File: src/rtl/rsfl_pkg.sv
// rsfl_pkg: shared constants, codes and types of the record slot allocator
// no dependencies; compiled first
`timescale 1ns / 1ps

package rsfl_pkg;

  // id layout: page number above a byte offset within the page
  localparam int ID_W         = 18;
  localparam int PAGE_BYTES   = 8192;
  localparam int FOOTER_BYTES = 64;
  localparam int OFF_W        = $clog2(PAGE_BYTES);
  localparam int PAGE_W       = ID_W - OFF_W;
  localparam int ROOM_BYTES   = (PAGE_BYTES > FOOTER_BYTES) ? (PAGE_BYTES - FOOTER_BYTES) : 0;

  // record size register
  localparam int CFG_W      = 13;
  localparam int MIN_STRIDE = 8;

  // offset divider: quotient bits retired per cycle
  localparam int DIV_STEPS = 4;
  localparam int DIV_CYC   = (OFF_W + DIV_STEPS - 1) / DIV_STEPS;
  localparam int DIV_LEN   = DIV_CYC * DIV_STEPS;

  // depth of the queue between front and back
  localparam int Q_DEPTH = 2;

  typedef enum logic [1:0] {
    OP_ALLOC = 2'd0,
    OP_FREE  = 2'd1,
    OP_QUERY = 2'd2,
    OP_NONE  = 2'd3
  } op_t;

  typedef enum logic [1:0] {
    ST_OK    = 2'd0,
    ST_FULL  = 2'd1,
    ST_RANGE = 2'd2
  } status_t;

  typedef enum logic [1:0] {
    F_IDLE,
    F_DIV,
    F_PUSH
  } front_state_t;

  typedef enum logic [1:0] {
    B_IDLE,
    B_FORMAT,
    B_READ,
    B_EXEC
  } back_state_t;

  // classified operation handed from front to back
  typedef struct packed {
    op_t              op;
    logic [ID_W-1:0]  id;
    logic [OFF_W-1:0] idx;
    logic             shape_ok;
  } entry_t;

  // queue status seen by front and back
  typedef struct packed {
    logic avail;
    logic full;
  } qstat_t;

endpackage

File: src/rtl/rsfl_queue.sv
// rsfl_queue: short queue of classified operations between front and back
// depends on rsfl_pkg
`timescale 1ns / 1ps

module rsfl_queue (
  input  logic             clk,
  input  logic             rst,
  input  logic             push,
  input  rsfl_pkg::entry_t push_entry,
  input  logic             pop,
  output rsfl_pkg::entry_t head,
  output rsfl_pkg::qstat_t qstat
);
  import rsfl_pkg::*;

  localparam int PTR_W = (Q_DEPTH > 1) ? $clog2(Q_DEPTH) : 1;
  localparam int CNT_W = $clog2(Q_DEPTH + 1);

  entry_t           store [Q_DEPTH];
  logic [PTR_W-1:0] wr_ptr;
  logic [PTR_W-1:0] rd_ptr;
  logic [CNT_W-1:0] count;

  // status and head entry
  always_comb begin
    qstat.avail = (count != '0);
    qstat.full  = (count == CNT_W'(Q_DEPTH));
    head        = store[rd_ptr];
  end

  // pointers and fill count
  always_ff @(posedge clk) begin
    if (rst) begin
      wr_ptr <= '0;
      rd_ptr <= '0;
      count  <= '0;
    end else begin
      if (push) begin
        wr_ptr <= (wr_ptr == PTR_W'(Q_DEPTH - 1)) ? '0 : wr_ptr + PTR_W'(1);
      end
      if (pop) begin
        rd_ptr <= (rd_ptr == PTR_W'(Q_DEPTH - 1)) ? '0 : rd_ptr + PTR_W'(1);
      end
      if (push && !pop) begin
        count <= count + CNT_W'(1);
      end else if (pop && !push) begin
        count <= count - CNT_W'(1);
      end
    end
  end

  // entry storage
  always_ff @(posedge clk) begin
    if (push) begin
      store[wr_ptr] <= push_entry;
    end
  end

endmodule

File: config.mk
export PLATFORM = sky130hd
export DESIGN_NAME = rsfl_queue
export DESIGN_NICKNAME = d
export VERILOG_FILES = /design/src/rtl/rsfl_pkg.sv /design/src/rtl/rsfl_queue.sv
export SDC_FILE = /design/constraint.sdc
export NUM_CORES = 1
export LEC_CHECK = 0
export ABC_AREA = 1
export BUFFER_PORTS_ARGS = -buffer_cell sky130_fd_sc_hd__buf_2
export CAP_MARGIN = 20
export CORE_MARGIN = 5
export CORE_UTILIZATION = 45
export CTS_CLUSTER_DIAMETER = 200
export CTS_CLUSTER_SIZE = 40
export DETAILED_ROUTE_END_ITERATION = 8
export GPL_ROUTABILITY_DRIVEN = 0
export HOLD_SLACK_MARGIN = 0.02
export PLACE_DENSITY = 0.7
export SLEW_MARGIN = 20
export SYNTH_ARGS = -nofsm -noshare
export SYNTH_HDL_FRONTEND = slang
export SYNTH_SLANG_ARGS = --single-unit
File: constraint.sdc
create_clock -name clk -period 6.25 [get_ports clk]
set_clock_uncertainty 0.05 [all_clocks]
set_input_delay 0 -clock clk [delete_from_list [all_inputs] [get_ports clk]]
set_output_delay 0 -clock clk [all_outputs]
set_load 0.02 [all_outputs]
# Word level (Yosys, flattened, before mapping)
# Memory sizes are Yosys's and may differ from the RTL's. A register that Yosys moved wholly into a read port is not among the register bits.
# Cells that the tools add are included.
[op_classes] bitwise=0 shifts=0 n_mul=0 n_div=0 reduce_logical=6 magnitude_cmp=0 n_mux=8 add_sub_neg=4 n_eq_ne=1
[ops] op="$mux 1" n=6
[ops] op="$mux 2" n=2
[ops] op="$reduce_bool 2->1" n=2
[ops] op="$add 1x1->1 const B" n=2
[ops] op="$add 2x1->2 const B" n=1
[ops] op="$eq 2x2->1 const B" n=1
[ops] op="$logic_and 1x1->1" n=2
[ops] op="$logic_not 1->1" n=2
[ops] op="$sub 2x1->2 const B" n=1
[totals] ramBits=68 in_bits=38 latchBits=0 mem_count=1 ff_bits=4 mem_bits_ro=0
[mem_list] name="store" words=2 word_bits=34 rd=1 rd_clocked_by_memory_dff=1 write_ports=1 line_no="rsfl_queue.sv:19" source="entry_t store [Q_DEPTH];"

# Longest topological paths before layout
[depth] word_depth=4 mapped_depth=8 depth_no_buf=8

# Worst setup path before layout
# OpenSTA, ideal clock, no wires.
[synth_timing] path_kind="register -> register" from="register wr_ptr" to="memory store[0][0] (netlist bit) (enable)" arrival_time_ns=1.759 stages_incl_launch_ff=2 setup_time_ns=0.426 setup_slack_ns=4.015 t_required_ns=5.774 path_cell_list="dfxtp_1 > nor2_1"
[synth_rtl] item="start: declaration" line_no="rsfl_queue.sv:20" source="logic [PTR_W-1:0] wr_ptr;"
[synth_rtl] item="start signal: assignment" line_no="rsfl_queue.sv:39" source="wr_ptr <= (wr_ptr == PTR_W'(Q_DEPTH - 1)) ? '0 : wr_ptr + PTR_W'(1);"
[synth_rtl] item="end: declaration" line_no="rsfl_queue.sv:19"
# No word-level cell before the write port.

==> summary.md <==
| Metric | Value |
|---|---|
| Status | completed |
| DP Area | 0.00324 sq mm |
| Mean Syn Cell Area | 20.4 sq um |
| RSZ-0062 raised after global routing | no |
| Highest routed layer | met4 |
| CTS Sinks | 73 |
| Post-route cell area | 0.00381 sq mm |
| Chip height | 89.4 um |
| Internal Power | 823 uW |
| Worst Setup End Kind | output pin |
| Post-synth top cells | 68 x edfxtp_1, 30 x mux2_4, 9 x inv_1 |
| Maximum vdd ir drop | 0.000158 V |
| Number of enable flip-flop cells after synthesis | 68 |
| GRT overflow | 0 |
| Synth unique cells | 16 |
| Worst Hold Class | input pin to register |
| Psw | 253 uW |
| Clock root buffer | clkbuf_8 |
| Post-synthesis register bit count | 73 |
| IO Pins | 74 |
| ANT nets after route | 0 |
| Clock Latency Late Sink | 0.33 ns |
| Total Nets Final | 297 |
| CP required | 6.20 ns |
| Reg clk slew, reported paths | 0.08 ns |
| Vias in the first global route | 1667 |
| DRT met1 WL | 1.89 mm |
| Net Sw Frac | 23.5% |
| Hold Fails Final Rpt | 0 |
| # DRC | 0 |
| Routed via count | 1536 |
| Power Density | 283 mW/mm^2 |
| Synthesized cell area | 0.00284 sq mm |
| Post-synth top flop | edfxtp_1 |
| Port bufs | 73 |
| Post-CTS setup buffer count | 0 |
| Total power | 1.08 mW |
| Critical Path AT | 1.67 ns |
| Least-Margin Pin Slew | 0.974 ns |
| Normalized max-slew margin | 34.9% |
| Iter 0 DRT Violations | 65 |
| Setup Viol. Count Final | 0 |
| Fin crit share | 27.5% |
| Longest Clk Path Bufs | 2 |
| Initial antenna violation count | 0 |
| Die width | 89.4 um |
| Area contributors post-synth | edfxtp_1 72%, mux2_4 16%, dfxtp_1 3.5%, buf_12 2.1%, mux2_2 1.6% |
| Vias/cell | 4.52 |
| Area leader, netlist | edfxtp_1 |
| Synthesized Nets | 178 |
| Die Area | 0.00799 sq mm |
| TNS Setup | 0 ns |
| Synthesis-to-finish area growth | 34.4% |
| Seq/Total Area, Yosys | 75.6% |
| Gate Count Post-Synth | 139 |
| HPWL Detailed | 3.18 mm |
| H-tree levels | 3 |
| Combinational share of power | 14.2% |
| Largest net degree at the start of global routing | 35 |
| Share of cells above drive strength 1 | 46.8% |
| Top cell type's share of synthesized area | 72.0% |
| Sequential share of power | 54.1% |
| Routed len/inst | 14.4 um |
| Post-synth ARST share | 0% |
| Max frequency | 0.582 GHz |
| Total CTS buffers | 9 |
| Slew Limit Fails | 0 |
| Cell with the most instances after synthesis | edfxtp_1 |
| Post-Route WL | 4.88 mm |
| Cell Rows | 29 |
| Antenna diode count | 0 |
| Initial core utilization | 45.4% |
| Setup Crit Path Kind | register to output pin |
| Tmin final | 1.72 ns |
| GRT Total Usage | 13.6% |
| # hold bufs at CTS | 38 |
| Core ar. | 0.00624 sq mm |
| Critical path fanouts, max | 34 |
| Met3 wire len | 251 um |
| WL met2 | 2.62 mm |
| # resized after CTS | 0 |
| 1st-pass router iterations | 4 |
| Pleak | 1.55 nW |
| TritonCTS clock tree | built |
| CP startpoint kind | register |
| Max-Cap Viols | 0 |
| First-pass GRT wire length | 7.77 mm |
| Clock share of power | 31.7% |
| Synth warn | 0 |
layer usage:
metal	track usage (%)	up-vias
met5	0	-
met4	7.44	0
met3	4.06	11
met2	24.0	46
met1	14.4	722
li1	-	757
sequential cells by signal (all words and copies together), names as in the netlist, named ones only:
register  count
count         2
store        68
wr_ptr        1
rd_ptr        1
final timing paths:
kind	from	to	slack (ns)	cells past startpoint
worst max-delay path	register	head[19]	4.53	2
worst min-delay path	push_entry[31]	store[1][31]$_DFFE_PP_	0.33	2
worst max register to register	wr_ptr$_SDFFE_PP0P_	store[1][30]$_DFFE_PP_	4.62	3
worst min register to register	count[0]$_SDFFE_PP0P_	count[0]$_SDFFE_PP0P_	0.48	2
final cells by class:
| class | count | area (sq um) |
|---|---|---|
| Timing Repair Buffer | 112 | 753 |
| Inverter | 9 | 33.8 |
| Clock buffer | 9 | 124 |
| Multi-Input combinational cell | 53 | 596 |
| Fill cell | 499 | 2430 |
| Clock inverter | 7 | 61.3 |
| Sequential cell | 73 | 2150 |
| Tap cell | 77 | 96.3 |
critical path: stages, from the launching register on:
cell     delay, ns
dfxtp_4       0.75
mux2_2        0.41
buf_2         0.17
power groups by stage:
stage	sequential (mW)	clock, mW	combinational (mW)
2_1_floorplan	0.581	0	0.109
5_1_grt	0.587	0.373	0.165
6_report	0.583	0.341	0.153
3_3_place_gp	0.593	0	0.135
4_1_cts	0.584	0.351	0.156
3_5_place_dp	0.595	0	0.137
layout by cell type (no fill, tap or decap), drive strengths merged:
| cell | count |
|---|---|
| nor3 | 1 |
| dlygate4sd3 | 38 |
| buf | 74 |
| inv | 9 |
| clkinv | 4 |
| xnor2 | 1 |
| clkbuf | 9 |
| a21oi | 1 |
| edfxtp | 68 |
| dfxtp | 5 |
| mux2 | 34 |
| nor2 | 6 |
| nand3 | 1 |
| nand4 | 1 |
| nand2 | 6 |
| clkinvlp | 2 |
| o21ai | 1 |
| bufinv | 1 |
| ha | 1 |
kinds of logic (layout without fill, tap and decap cells):
group           after synthesis  count (layout)  synth area share, %
simple gates                 15              15                 2.16
xor+xnor                      1               1                0.309
fa+ha+maj                     1               1                0.441
buf+inv                      13             137                 3.71
mux                          34              34                 17.5
flops                        73              73                 75.6
compound gates                2               2                0.353
through the flow:
step | setup WS, ns | hold slack, ns | std cells | utilization [%]
3_3_place_gp | 4.54 | 0.139 | 286 | 51.9
2_1_floorplan | 4.02 | 0.0224 | 139 | -
3_5_place_dp | 4.53 | 0.142 | 286 | 51.9
4_1_cts | 4.15 | 0.311 | 340 | 61.0
5_1_grt | 4.42 | 0.319 | 340 | 61.0
6_report | 4.53 | 0.331 | 340 | 61.0
(Power assumes the default switching activity.)
