[src/rtl/rsfl_pkg.sv]
// rsfl_pkg: shared constants, codes and types of the record slot allocator
// no dependencies; compiled first
`timescale 1ns / 1ps

package rsfl_pkg;

  // id layout: page number above a byte offset within the page
  localparam int ID_W         = 18;
  localparam int PAGE_BYTES   = 8192;
  localparam int FOOTER_BYTES = 64;
  localparam int OFF_W        = $clog2(PAGE_BYTES);
  localparam int PAGE_W       = ID_W - OFF_W;
  localparam int ROOM_BYTES   = (PAGE_BYTES > FOOTER_BYTES) ? (PAGE_BYTES - FOOTER_BYTES) : 0;

  // record size register
  localparam int CFG_W      = 13;
  localparam int MIN_STRIDE = 8;

  // offset divider: quotient bits retired per cycle
  localparam int DIV_STEPS = 4;
  localparam int DIV_CYC   = (OFF_W + DIV_STEPS - 1) / DIV_STEPS;
  localparam int DIV_LEN   = DIV_CYC * DIV_STEPS;

  // depth of the queue between front and back
  localparam int Q_DEPTH = 2;

  typedef enum logic [1:0] {
    OP_ALLOC = 2'd0,
    OP_FREE  = 2'd1,
    OP_QUERY = 2'd2,
    OP_NONE  = 2'd3
  } op_t;

  typedef enum logic [1:0] {
    ST_OK    = 2'd0,
    ST_FULL  = 2'd1,
    ST_RANGE = 2'd2
  } status_t;

  typedef enum logic [1:0] {
    F_IDLE,
    F_DIV,
    F_PUSH
  } front_state_t;

  typedef enum logic [1:0] {
    B_IDLE,
    B_FORMAT,
    B_READ,
    B_EXEC
  } back_state_t;

  // classified operation handed from front to back
  typedef struct packed {
    op_t              op;
    logic [ID_W-1:0]  id;
    logic [OFF_W-1:0] idx;
    logic             shape_ok;
  } entry_t;

  // queue status seen by front and back
  typedef struct packed {
    logic avail;
    logic full;
  } qstat_t;

endpackage

[src/rtl/rsfl_if.sv]
// rsfl_if: valid/ready channel interfaces for command, response and config
// depends on rsfl_pkg for field widths
`timescale 1ns / 1ps

interface rsfl_cmd_if;
  import rsfl_pkg::*;
  logic            valid;
  logic            ready;
  logic [1:0]      operation;
  logic [ID_W-1:0] record_id;
  modport source (output valid, output operation, output record_id, input ready);
  modport sink (input valid, input operation, input record_id, output ready);
endinterface


[src/rtl/rsfl_front.sv]
// rsfl_front: accepts command beats, divides the offset by the stride for free
// and query, and classifies the id; depends on rsfl_pkg and rsfl_if
`timescale 1ns / 1ps

module rsfl_front #(
  parameter int SLOTS_PER_PAGE = 512
) (
  input  logic                    clk,
  input  logic                    rst,
  input  logic [rsfl_pkg::CFG_W-1:0] stride,
  rsfl_cmd_if.sink                cmd,
  output logic                    push,
  output rsfl_pkg::entry_t        push_entry,
  input  rsfl_pkg::qstat_t        qstat
);
  import rsfl_pkg::*;

  localparam int CNT_W = (DIV_CYC > 1) ? $clog2(DIV_CYC) : 1;

  front_state_t       state, state_next;
  op_t                op;
  logic [ID_W-1:0]    id;
  logic [DIV_LEN-1:0] dvd, dvd_next;
  logic [DIV_LEN-1:0] quot, quot_next;
  logic [OFF_W-1:0]   rem, rem_next;
  logic [CNT_W-1:0]   cnt;
  logic               accept;
  logic               div_last;
  logic [PAGE_W-1:0]  page;
  logic [OFF_W:0]     reach;
  logic               fits;
  logic               aligned;
  logic               idx_ok;

  assign accept   = cmd.valid && cmd.ready;
  assign div_last = (cnt == CNT_W'(DIV_CYC - 1));

  // next state
  always_comb begin
    state_next = state;
    case (state)
      F_IDLE: begin
        if (accept) begin
          if (op_t'(cmd.operation) == OP_FREE || op_t'(cmd.operation) == OP_QUERY) begin
            state_next = F_DIV;
          end else begin
            state_next = F_PUSH;
          end
        end
      end
      F_DIV: begin
        if (div_last) begin
          state_next = F_PUSH;
        end
      end
      F_PUSH: begin
        if (!qstat.full) begin
          state_next = F_IDLE;
        end
      end
      default: state_next = F_IDLE;
    endcase
  end

  // handshake outputs
  always_comb begin
    cmd.ready = (state == F_IDLE);
    push      = (state == F_PUSH) && !qstat.full;
  end

  // restoring divider, several quotient bits per cycle
  always_comb begin
    logic [OFF_W:0]     trial;
    logic [DIV_LEN-1:0] d;
    logic [DIV_LEN-1:0] q;
    logic [OFF_W-1:0]   r;
    d     = dvd;
    q     = quot;
    r     = rem;
    trial = '0;
    for (int k = 0; k < DIV_STEPS; k++) begin
      trial = {r, d[DIV_LEN-1]};
      d     = {d[DIV_LEN-2:0], 1'b0};
      if (trial >= (OFF_W+1)'(stride)) begin
        trial = trial - (OFF_W+1)'(stride);
        q     = {q[DIV_LEN-2:0], 1'b1};
      end else begin
        q     = {q[DIV_LEN-2:0], 1'b0};
      end
      r = trial[OFF_W-1:0];
    end
    dvd_next  = d;
    quot_next = q;
    rem_next  = r;
  end

  // state and operand registers
  always_ff @(posedge clk) begin
    if (rst) begin
      state <= F_IDLE;
      cnt   <= '0;
    end else begin
      state <= state_next;
      if (accept) begin
        cnt <= '0;
      end else if (state == F_DIV) begin
        cnt <= cnt + CNT_W'(1);
      end
    end
  end

  always_ff @(posedge clk) begin
    if (accept) begin
      op   <= op_t'(cmd.operation);
      id   <= cmd.record_id;
      dvd  <= DIV_LEN'(cmd.record_id[OFF_W-1:0]);
      quot <= '0;
      rem  <= '0;
    end else if (state == F_DIV) begin
      dvd  <= dvd_next;
      quot <= quot_next;
      rem  <= rem_next;
    end
  end

  // slot shape checks: data page, stride alignment, slot fits before footer, index in range
  always_comb begin
    page    = id[ID_W-1:OFF_W];
    reach   = {1'b0, id[OFF_W-1:0]} + (OFF_W+1)'(stride);
    fits    = (reach <= (OFF_W+1)'(ROOM_BYTES));
    aligned = (rem == '0);
    idx_ok  = (quot < DIV_LEN'(SLOTS_PER_PAGE));
    push_entry.op       = op;
    push_entry.id       = id;
    push_entry.idx      = quot[OFF_W-1:0];
    push_entry.shape_ok = (page != '0) && aligned && fits && idx_ok;
  end

endmodule

[src/flat_wrapper.sv]
// flat-port wrapper written by rule: the top's interface ports become plain ports
module rsfl_front_flat import rsfl_pkg::*;
#(
  parameter int SLOTS_PER_PAGE = 512
)
  (clk, rst, stride, push, push_entry, qstat, cmd_valid, cmd_operation, cmd_record_id, cmd_ready);
  rsfl_cmd_if cmd_i ();
  input  logic clk;
  input  logic rst;
  input  logic [rsfl_pkg::CFG_W-1:0] stride;
  output logic push;
  output rsfl_pkg::entry_t push_entry;
  input  rsfl_pkg::qstat_t qstat;
  input wire logic [$bits(cmd_i.valid)-1:0] cmd_valid;
  input wire logic [$bits(cmd_i.operation)-1:0] cmd_operation;
  input wire logic [$bits(cmd_i.record_id)-1:0] cmd_record_id;
  output wire logic [$bits(cmd_i.ready)-1:0] cmd_ready;
  assign cmd_i.valid = cmd_valid;
  assign cmd_i.operation = cmd_operation;
  assign cmd_i.record_id = cmd_record_id;
  assign cmd_ready = cmd_i.ready;
  rsfl_front #(.SLOTS_PER_PAGE(SLOTS_PER_PAGE)) u_core (.clk(clk), .rst(rst), .stride(stride), .cmd(cmd_i), .push(push), .push_entry(push_entry), .qstat(qstat));
endmodule
[config.mk]
export PLATFORM = sky130hd
export DESIGN_NAME = rsfl_front_flat
export DESIGN_NICKNAME = d
export VERILOG_FILES = /design/src/rtl/rsfl_pkg.sv /design/src/rtl/rsfl_if.sv /design/src/rtl/rsfl_front.sv /design/src/flat_wrapper.sv
export SDC_FILE = /design/constraint.sdc
export NUM_CORES = 1
export LEC_CHECK = 0
export ABC_CLOCK_PERIOD_IN_PS = 17000
export BUFFER_PORTS_ARGS = -buffer_cell sky130_fd_sc_hd__buf_4
export CORE_UTILIZATION = 23
export CTS_CLUSTER_DIAMETER = 30
export DETAILED_ROUTE_END_ITERATION = 6
export SLEW_MARGIN = 20
export SYNTH_ARGS = -nofsm -noshare
export SYNTH_HDL_FRONTEND = slang
export SYNTH_SLANG_ARGS = --single-unit
[constraint.sdc]
create_clock -name clk -period 17 [get_ports clk]
set_clock_uncertainty 0.1 [all_clocks]
set_input_delay 1.7 -clock clk [delete_from_list [all_inputs] [get_ports clk]]
set_output_delay 1.7 -clock clk [all_outputs]
set_load 0.01 [all_outputs]
# Word-level counts from Yosys, hierarchy flattened
# Index checks and enable logic that the tools add are counted.
# W data, S select, Z words.
[classes] n_eq_ne=8 magnitude_cmp=6 multipliers=0 bitwise_logic=0 addsub=6 n_reduce_logical=13 div=0 n_mux=15 shift=0
[ops] operator="$mux W13" n=6
[ops] operator="$ge A14 B13 Y1" n=4
[ops] operator="$sub A13 B13 Y13" n=4
[ops] operator="$lt A16 B10 Y1 const B" n=1
[ops] operator="$add A13 B13 Y14" n=1
[ops] operator="$le A14 B13 Y1 const B" n=1
[ops] operator="$logic_not A13 Y1" n=1
[ops] operator="$mux W2" n=4
[ops] operator="$eq A2 B2 Y1 const B" n=3
[ops] operator="$pmux W2 S3" n=1
[ops] operator="$logic_and A1 B1 Y1" n=5
[ops] operator="$reduce_bool A5 Y1" n=1
[ops] operator="$eq A2 B1 Y1 const B" n=2
[ops] operator="$mux W1" n=4
[ops] operator="$ne A2 B2 Y1 const B" n=2
[ops] operator="$reduce_and A3 Y1" n=1
[ops] operator="$add A2 B1 Y2 const B" n=1
[ops] operator="$logic_not A2 Y1" n=1
[ops] operator="$ne A2 B1 Y1 const B" n=1
[ops] operator="$reduce_bool A2 Y1" n=1
[ops] operator="$reduce_or A2 Y1" n=1
[ops] operator="$logic_not A1 Y1" n=1
[ops] operator="$logic_or A1 B1 Y1" n=1
[totals] ff_bits=69 output_inout_bits=36 memories=0 rom_bits=0 ram_bits=0 elab_cells=56 in_bits=38 latch_bits=0

# Logic depth before layout (Yosys ltp)
[depth] word_depth=8 ltp_mapped=44 mapped_depth_nobuf=40

# Least setup slack after synthesis
# No wires, ideal clock.
[synth_path] kind="input to register" startpoint="in stride[7] (netlist name)" endpoint="reg u_core.rem[10]" required_time_ps=16737 path_stages=40 arrival_time_ps=10253 setup_time_ps=163 setup_slack_ps=6484 path_cell_list="inv_1 ha_1 a21oi_2 o21ai_1 a221o_1 o41ai_2 buf_2 mux2_2 fa_1 nand2b_1 a21oi_1 a41o_1 a41oi_1 o31ai_1 nor2_1 buf_2 buf_1 mux2_2 [... 4 more ...] nand2_1 a221oi_2 o211a_1 a31o_2 buf_2 o221ai_1 ha_1 nor2b_1 o21ai_0 a21oi_1 or3_1 a21oi_1 o21a_1 o21ai_0 a211oi_4 buf_6 mux2i_1 o22ai_1"
[synth_between] elab_chain_len=8 word_cells_on_any_way=12
[synth_rtl] element="start: declaration" line="flat_wrapper.sv:10" rtl="input logic [rsfl_pkg::CFG_W-1:0] stride;"
[synth_rtl] element="$sub A13 B13 Y13 / $ge A14 B13 Y1 (equally long branches)" line="rsfl_front.sv:85, rsfl_front.sv:84"
[synth_rtl] element="$mux W13" line="rsfl_front.sv:84" rtl="if (trial >= (OFF_W+1)'(stride)) begin"
[synth_rtl] element="$sub A13 B13 Y13 / $ge A14 B13 Y1 (equally long branches)" line="rsfl_front.sv:85, rsfl_front.sv:84"
[synth_rtl] element="$mux W13" line="rsfl_front.sv:84"
[synth_rtl] element="$sub A13 B13 Y13 / $ge A14 B13 Y1 (equally long branches)" line="rsfl_front.sv:85, rsfl_front.sv:84"
[synth_rtl] element="$mux W13" line="rsfl_front.sv:84"
[synth_rtl] element="$sub A13 B13 Y13 / $ge A14 B13 Y1 (equally long branches)" line="rsfl_front.sv:85, rsfl_front.sv:84"
[synth_rtl] element="$mux W13 (*)" line="rsfl_front.sv:84"
[synth_rtl] element="end signal: assignment" line="rsfl_front.sv:122" rtl="rem <= rem_next;"
[synth_rtl] element="end: declaration" line="rsfl_front.sv:25" rtl="logic [OFF_W-1:0] rem, rem_next;"
# Mark *: on every way between the ends. The rest lies on a longest branch, timed or not.
# A chain may end at the register's enable or synchronous reset.

# Worst setup path in the final report
[layout_path] startpoint="in stride[7] (netlist name)" endpoint="reg u_core.rem[1]"
[layout_between] elab_chain_len=8 word_cells_on_any_way=12
[layout_rtl] element="$sub A13 B13 Y13 / $ge A14 B13 Y1 (equally long branches)" line="rsfl_front.sv:85, rsfl_front.sv:84"
[layout_rtl] element="$mux W13" line="rsfl_front.sv:84"
[layout_rtl] element="$sub A13 B13 Y13 / $ge A14 B13 Y1 (equally long branches)" line="rsfl_front.sv:85, rsfl_front.sv:84"
[layout_rtl] element="$mux W13" line="rsfl_front.sv:84"
[layout_rtl] element="$ge A14 B13 Y1 / $sub A13 B13 Y13 (equally long branches)" line="rsfl_front.sv:84, rsfl_front.sv:85"
[layout_rtl] element="$mux W13" line="rsfl_front.sv:84"
[layout_rtl] element="$sub A13 B13 Y13 / $ge A14 B13 Y1 (equally long branches)" line="rsfl_front.sv:85, rsfl_front.sv:84"
[layout_rtl] element="$mux W13 (*)" line="rsfl_front.sv:84"
# Marks and branches as above.

==> metrics.md <==
| Metric | Value |
|---|---|
| Fillers | `~2700` |
| Worst Setup End Kind | `flip-flop` |
| CTS sink cnt | `between 60 and 70` |
| # H-tree levels | `3` |
| Area share of the largest cell type after synthesis | `0.165` |
| Max_cap viols | `0` |
| Final antenna-violating net count | `0` |
| Routed WL | `~16000 µm` |
| Critical Path RT | `17.14 ns` |
| Nets | `roughly 850` |
| Vias in the first global route | `5048` |
| Ranking of synthesized cells by area | `edfxtp_1 16%, ha_1 14%, dfxtp_1 12%, nand2_1 4.7%, mux2_2 4.5%` |
| TNS Setup | `0 ns` |
| Gpl congestion | `0.859` |
| Slew margin rel. | `0.268` |
| Capture point of the critical path | `u_core.rem[1]$_SDFFE_PP0P_` |
| FMAX | `82.7 MHz` |
| Status | `complete, no violations` |
| Clk buf depth | `2` |
| CTS clk-pin slew, worst paths | `0.06 ns` |
| Post-DP HPWL | `12900 µm` |
| GRT Total Usage | `0.123` |
| Clk root buf | `clkbuf_16` |
| Crit-path slowest cell | `a211oi_4` |
| Hold Path Class | `reg2reg` |
| Met3 WL post-DR | `756 µm` |
| Share of layout cells above drive strength 1 | `0.175` |
| Sequential fraction of the synthesis area | `0.284` |
| RSZ-0062 raised after global routing | `false` |
| Num ports | `74` |
| Antenna cells | `0` |
| Pre-antenna DRT Iters | `4` |
| Global-route wire length before repair | `25800 µm` |
| EDFF count, synth | `33` |
| Most common cell in the netlist | `nand2_1` |
| Highest metal used | `met4` |
| Vias post-DR | `~5200` |
| Slew Viols, Final | `0` |
| Final setup viols | `0` |
| CTS Buf Count | `9` |
| Yosys Warn Count | `0` |
| Die extent in y | `164 µm` |
| Post-CTS setup buffer count | `0` |
| Worst Setup SP | `stride[7]` |
| Via-to-Cell Ratio | `4.81` |
| Reg-to-reg startpoint | `u_core.dvd[15]$_SDFFE_PP0P_` |
| Crit path max fanout | `20` |
| Area grow syn2layout | `19.5%` |
| Total grt overflow | `0` |
| R2R cell count | `38` |
| Worst-Skew Late Latency | `0.34 ns` |
| M1 wire length | `7650 µm` |
| Largest net degree at the start of global routing | `55` |
| Core area | `25400 µm²` |
| Slew @ Worst Pin | `approximately 1.1 ns` |
| Period utilization | `0.711` |
| Period minus WS final | `12.09 ns` |
| Critical path arrival | `between 10 and 15 ns` |
| Synth cell count leaders | `75 x nand2_1, 66 x ha_1, 49 x o21ai_0, 44 x inv_1, 41 x a21oi_1` |
| Met2 WL | `7230 µm` |
| Die area | `between 20000 and 30000 µm²` |
| Setup crit start kind | `primary input` |
| Port bufs | `between 70 and 80` |
| Distinct cell type count after synthesis | `66` |
| Post-CTS sizing | `0` |
| Residual DRC count | `0` |
| Async set-or-reset flop fraction in the synthesized netlist | `0` |
| R2r endpoint | `u_core.rem[1]$_SDFFE_PP0P_` |
| CP peak stage delay | `around 0.87 ns` |
| Mapped Avg Cell Area | `8.85 µm²` |
| Ys flop type | `dfxtp_1` |
| DRT iter0 DRCs | `226` |
| Synth Cell Area | `6020 µm²` |
| Syn Nets | `between 700 and 800` |
| WL per Instance | `roughly 15 µm` |
| Hold Buf Count CTS | `0` |
| Die X | `164 µm` |
| CTS tree | `yes` |
| Initial core utilization | `0.237` |
| Seq cells post-synth | `69` |
| Final Hold Fails | `0` |
| Rows | `58` |
| Yosys top cell by area | `edfxtp_1` |
| Initial antenna violation count | `0` |
| Flop2flop setup slack | `6.13 ns` |
| Post-Synthesis Cells | `680` |
| CP Class | `in2reg` |
[flip-flops by register name, indices dropped and copies added (netlist names)]
| signal | cells |
|---|---|
| u_core.id | 18 |
| u_core.dvd | 16 |
| u_core.quot | 16 |
| u_core.rem | 13 |
| u_core.cnt | 2 |
| u_core.op | 2 |
| u_core.state | 2 |
[layout by cell type, fill, tap and decap left out, types with 7 or more instances in the layout]
master / Yosys / layout
o21ai_0: 49 / 49
nor2_1: 23 / 23
inv_1: 44 / 44
o21a_1: 7 / 7
nand3_1: 11 / 11
nor2b_1: 10 / 9
or3_1: 11 / 11
a21o_1: 13 / 13
clkbuf_16: 0 / 9
buf_4: 13 / 77
ha_1: 66 / 66
dfxtp_1: 36 / 36
a21oi_1: 41 / 41
nand2b_1: 13 / 13
xor2_1: 19 / 19
edfxtp_1: 33 / 33
mux2_2: 24 / 24
mux2i_1: 19 / 19
xnor2_1: 26 / 26
nand4_1: 12 / 12
nand2_1: 75 / 75
nor3_1: 17 / 17
[worst max-delay path, delay by kind of cell]
kind,cells,cell delay [ns]
muxes,3,1.14
and+or+nand+nor,6,1.16
buffers and inverters,4,0.85
adders and majority gates,4,1.51
AOI/OAI and AO/OA,21,5.84
[metrics by stage]
stage	cells	util	setup slack [ns]	hold WS [ns]	cell area (µm²)
6_report	1074	0.283	4.91	0.362	7200
4_1_cts	1074	0.283	4.91	0.367	7200
3_3_place_gp	1058	0.270	4.57	0.326	6860
2_1_floorplan	680	-	6.48	0.318	6020
5_1_grt	1074	0.283	4.16	0.394	7200
3_5_place_dp	1058	0.270	4.62	0.349	6860
[worst min-delay path by stage]
stage | start | end | slack [ns] | cells after the start
2_1_floorplan | u_core.dvd[9]$_DFFE_PP_ | u_core.dvd[13]$_SDFFE_PP0P_ | 0.32 | 2
3_3_place_gp | u_core.dvd[11]$_DFFE_PP_ | u_core.dvd[15]$_SDFFE_PP0P_ | 0.33 | 2
3_5_place_dp | u_core.dvd[11]$_DFFE_PP_ | u_core.dvd[15]$_SDFFE_PP0P_ | 0.35 | 2
4_1_cts | u_core.dvd[9]$_DFFE_PP_ | u_core.dvd[13]$_SDFFE_PP0P_ | 0.37 | 2
5_1_grt | u_core.dvd[9]$_DFFE_PP_ | u_core.dvd[13]$_SDFFE_PP0P_ | 0.39 | 2
6_report | u_core.dvd[9]$_DFFE_PP_ | u_core.dvd[13]$_SDFFE_PP0P_ | 0.36 | 2
[cells by family after synthesis]
family                   synth area share
AO/OA/AOI/OAI                       0.204
XOR/XNOR                           0.0655
flip-flops                          0.284
buffers and inverters              0.0557
AND/OR/NAND/NOR                     0.161
adder cells (fa/ha/maj)             0.154
multiplexers                       0.0765
[metal layers]
layer	vias up	track usage
met5	-	0
met3	16	0.0222
met1	2415	0.163
met4	0	0.0412
met2	116	0.199
li1	2623	-
[area by class of cell]
cell class / count / area (µm²) / share of cell area
sequential: 69 / 1710 / 0.238
clock inverter: 6 / 111 / 0.0155
timing repair buffer: 77 / 578 / 0.0803
multi-input combinational: 538 / 3990 / 0.554
inverter: 44 / 165 / 0.0229
clock buffer: 10 / 229 / 0.0318
tap: 330 / 413 / 0.0574
Power is left out: the tool's default activity adds up to more than one toggle a clock period on the data nets, which glitch-free logic cannot reach.
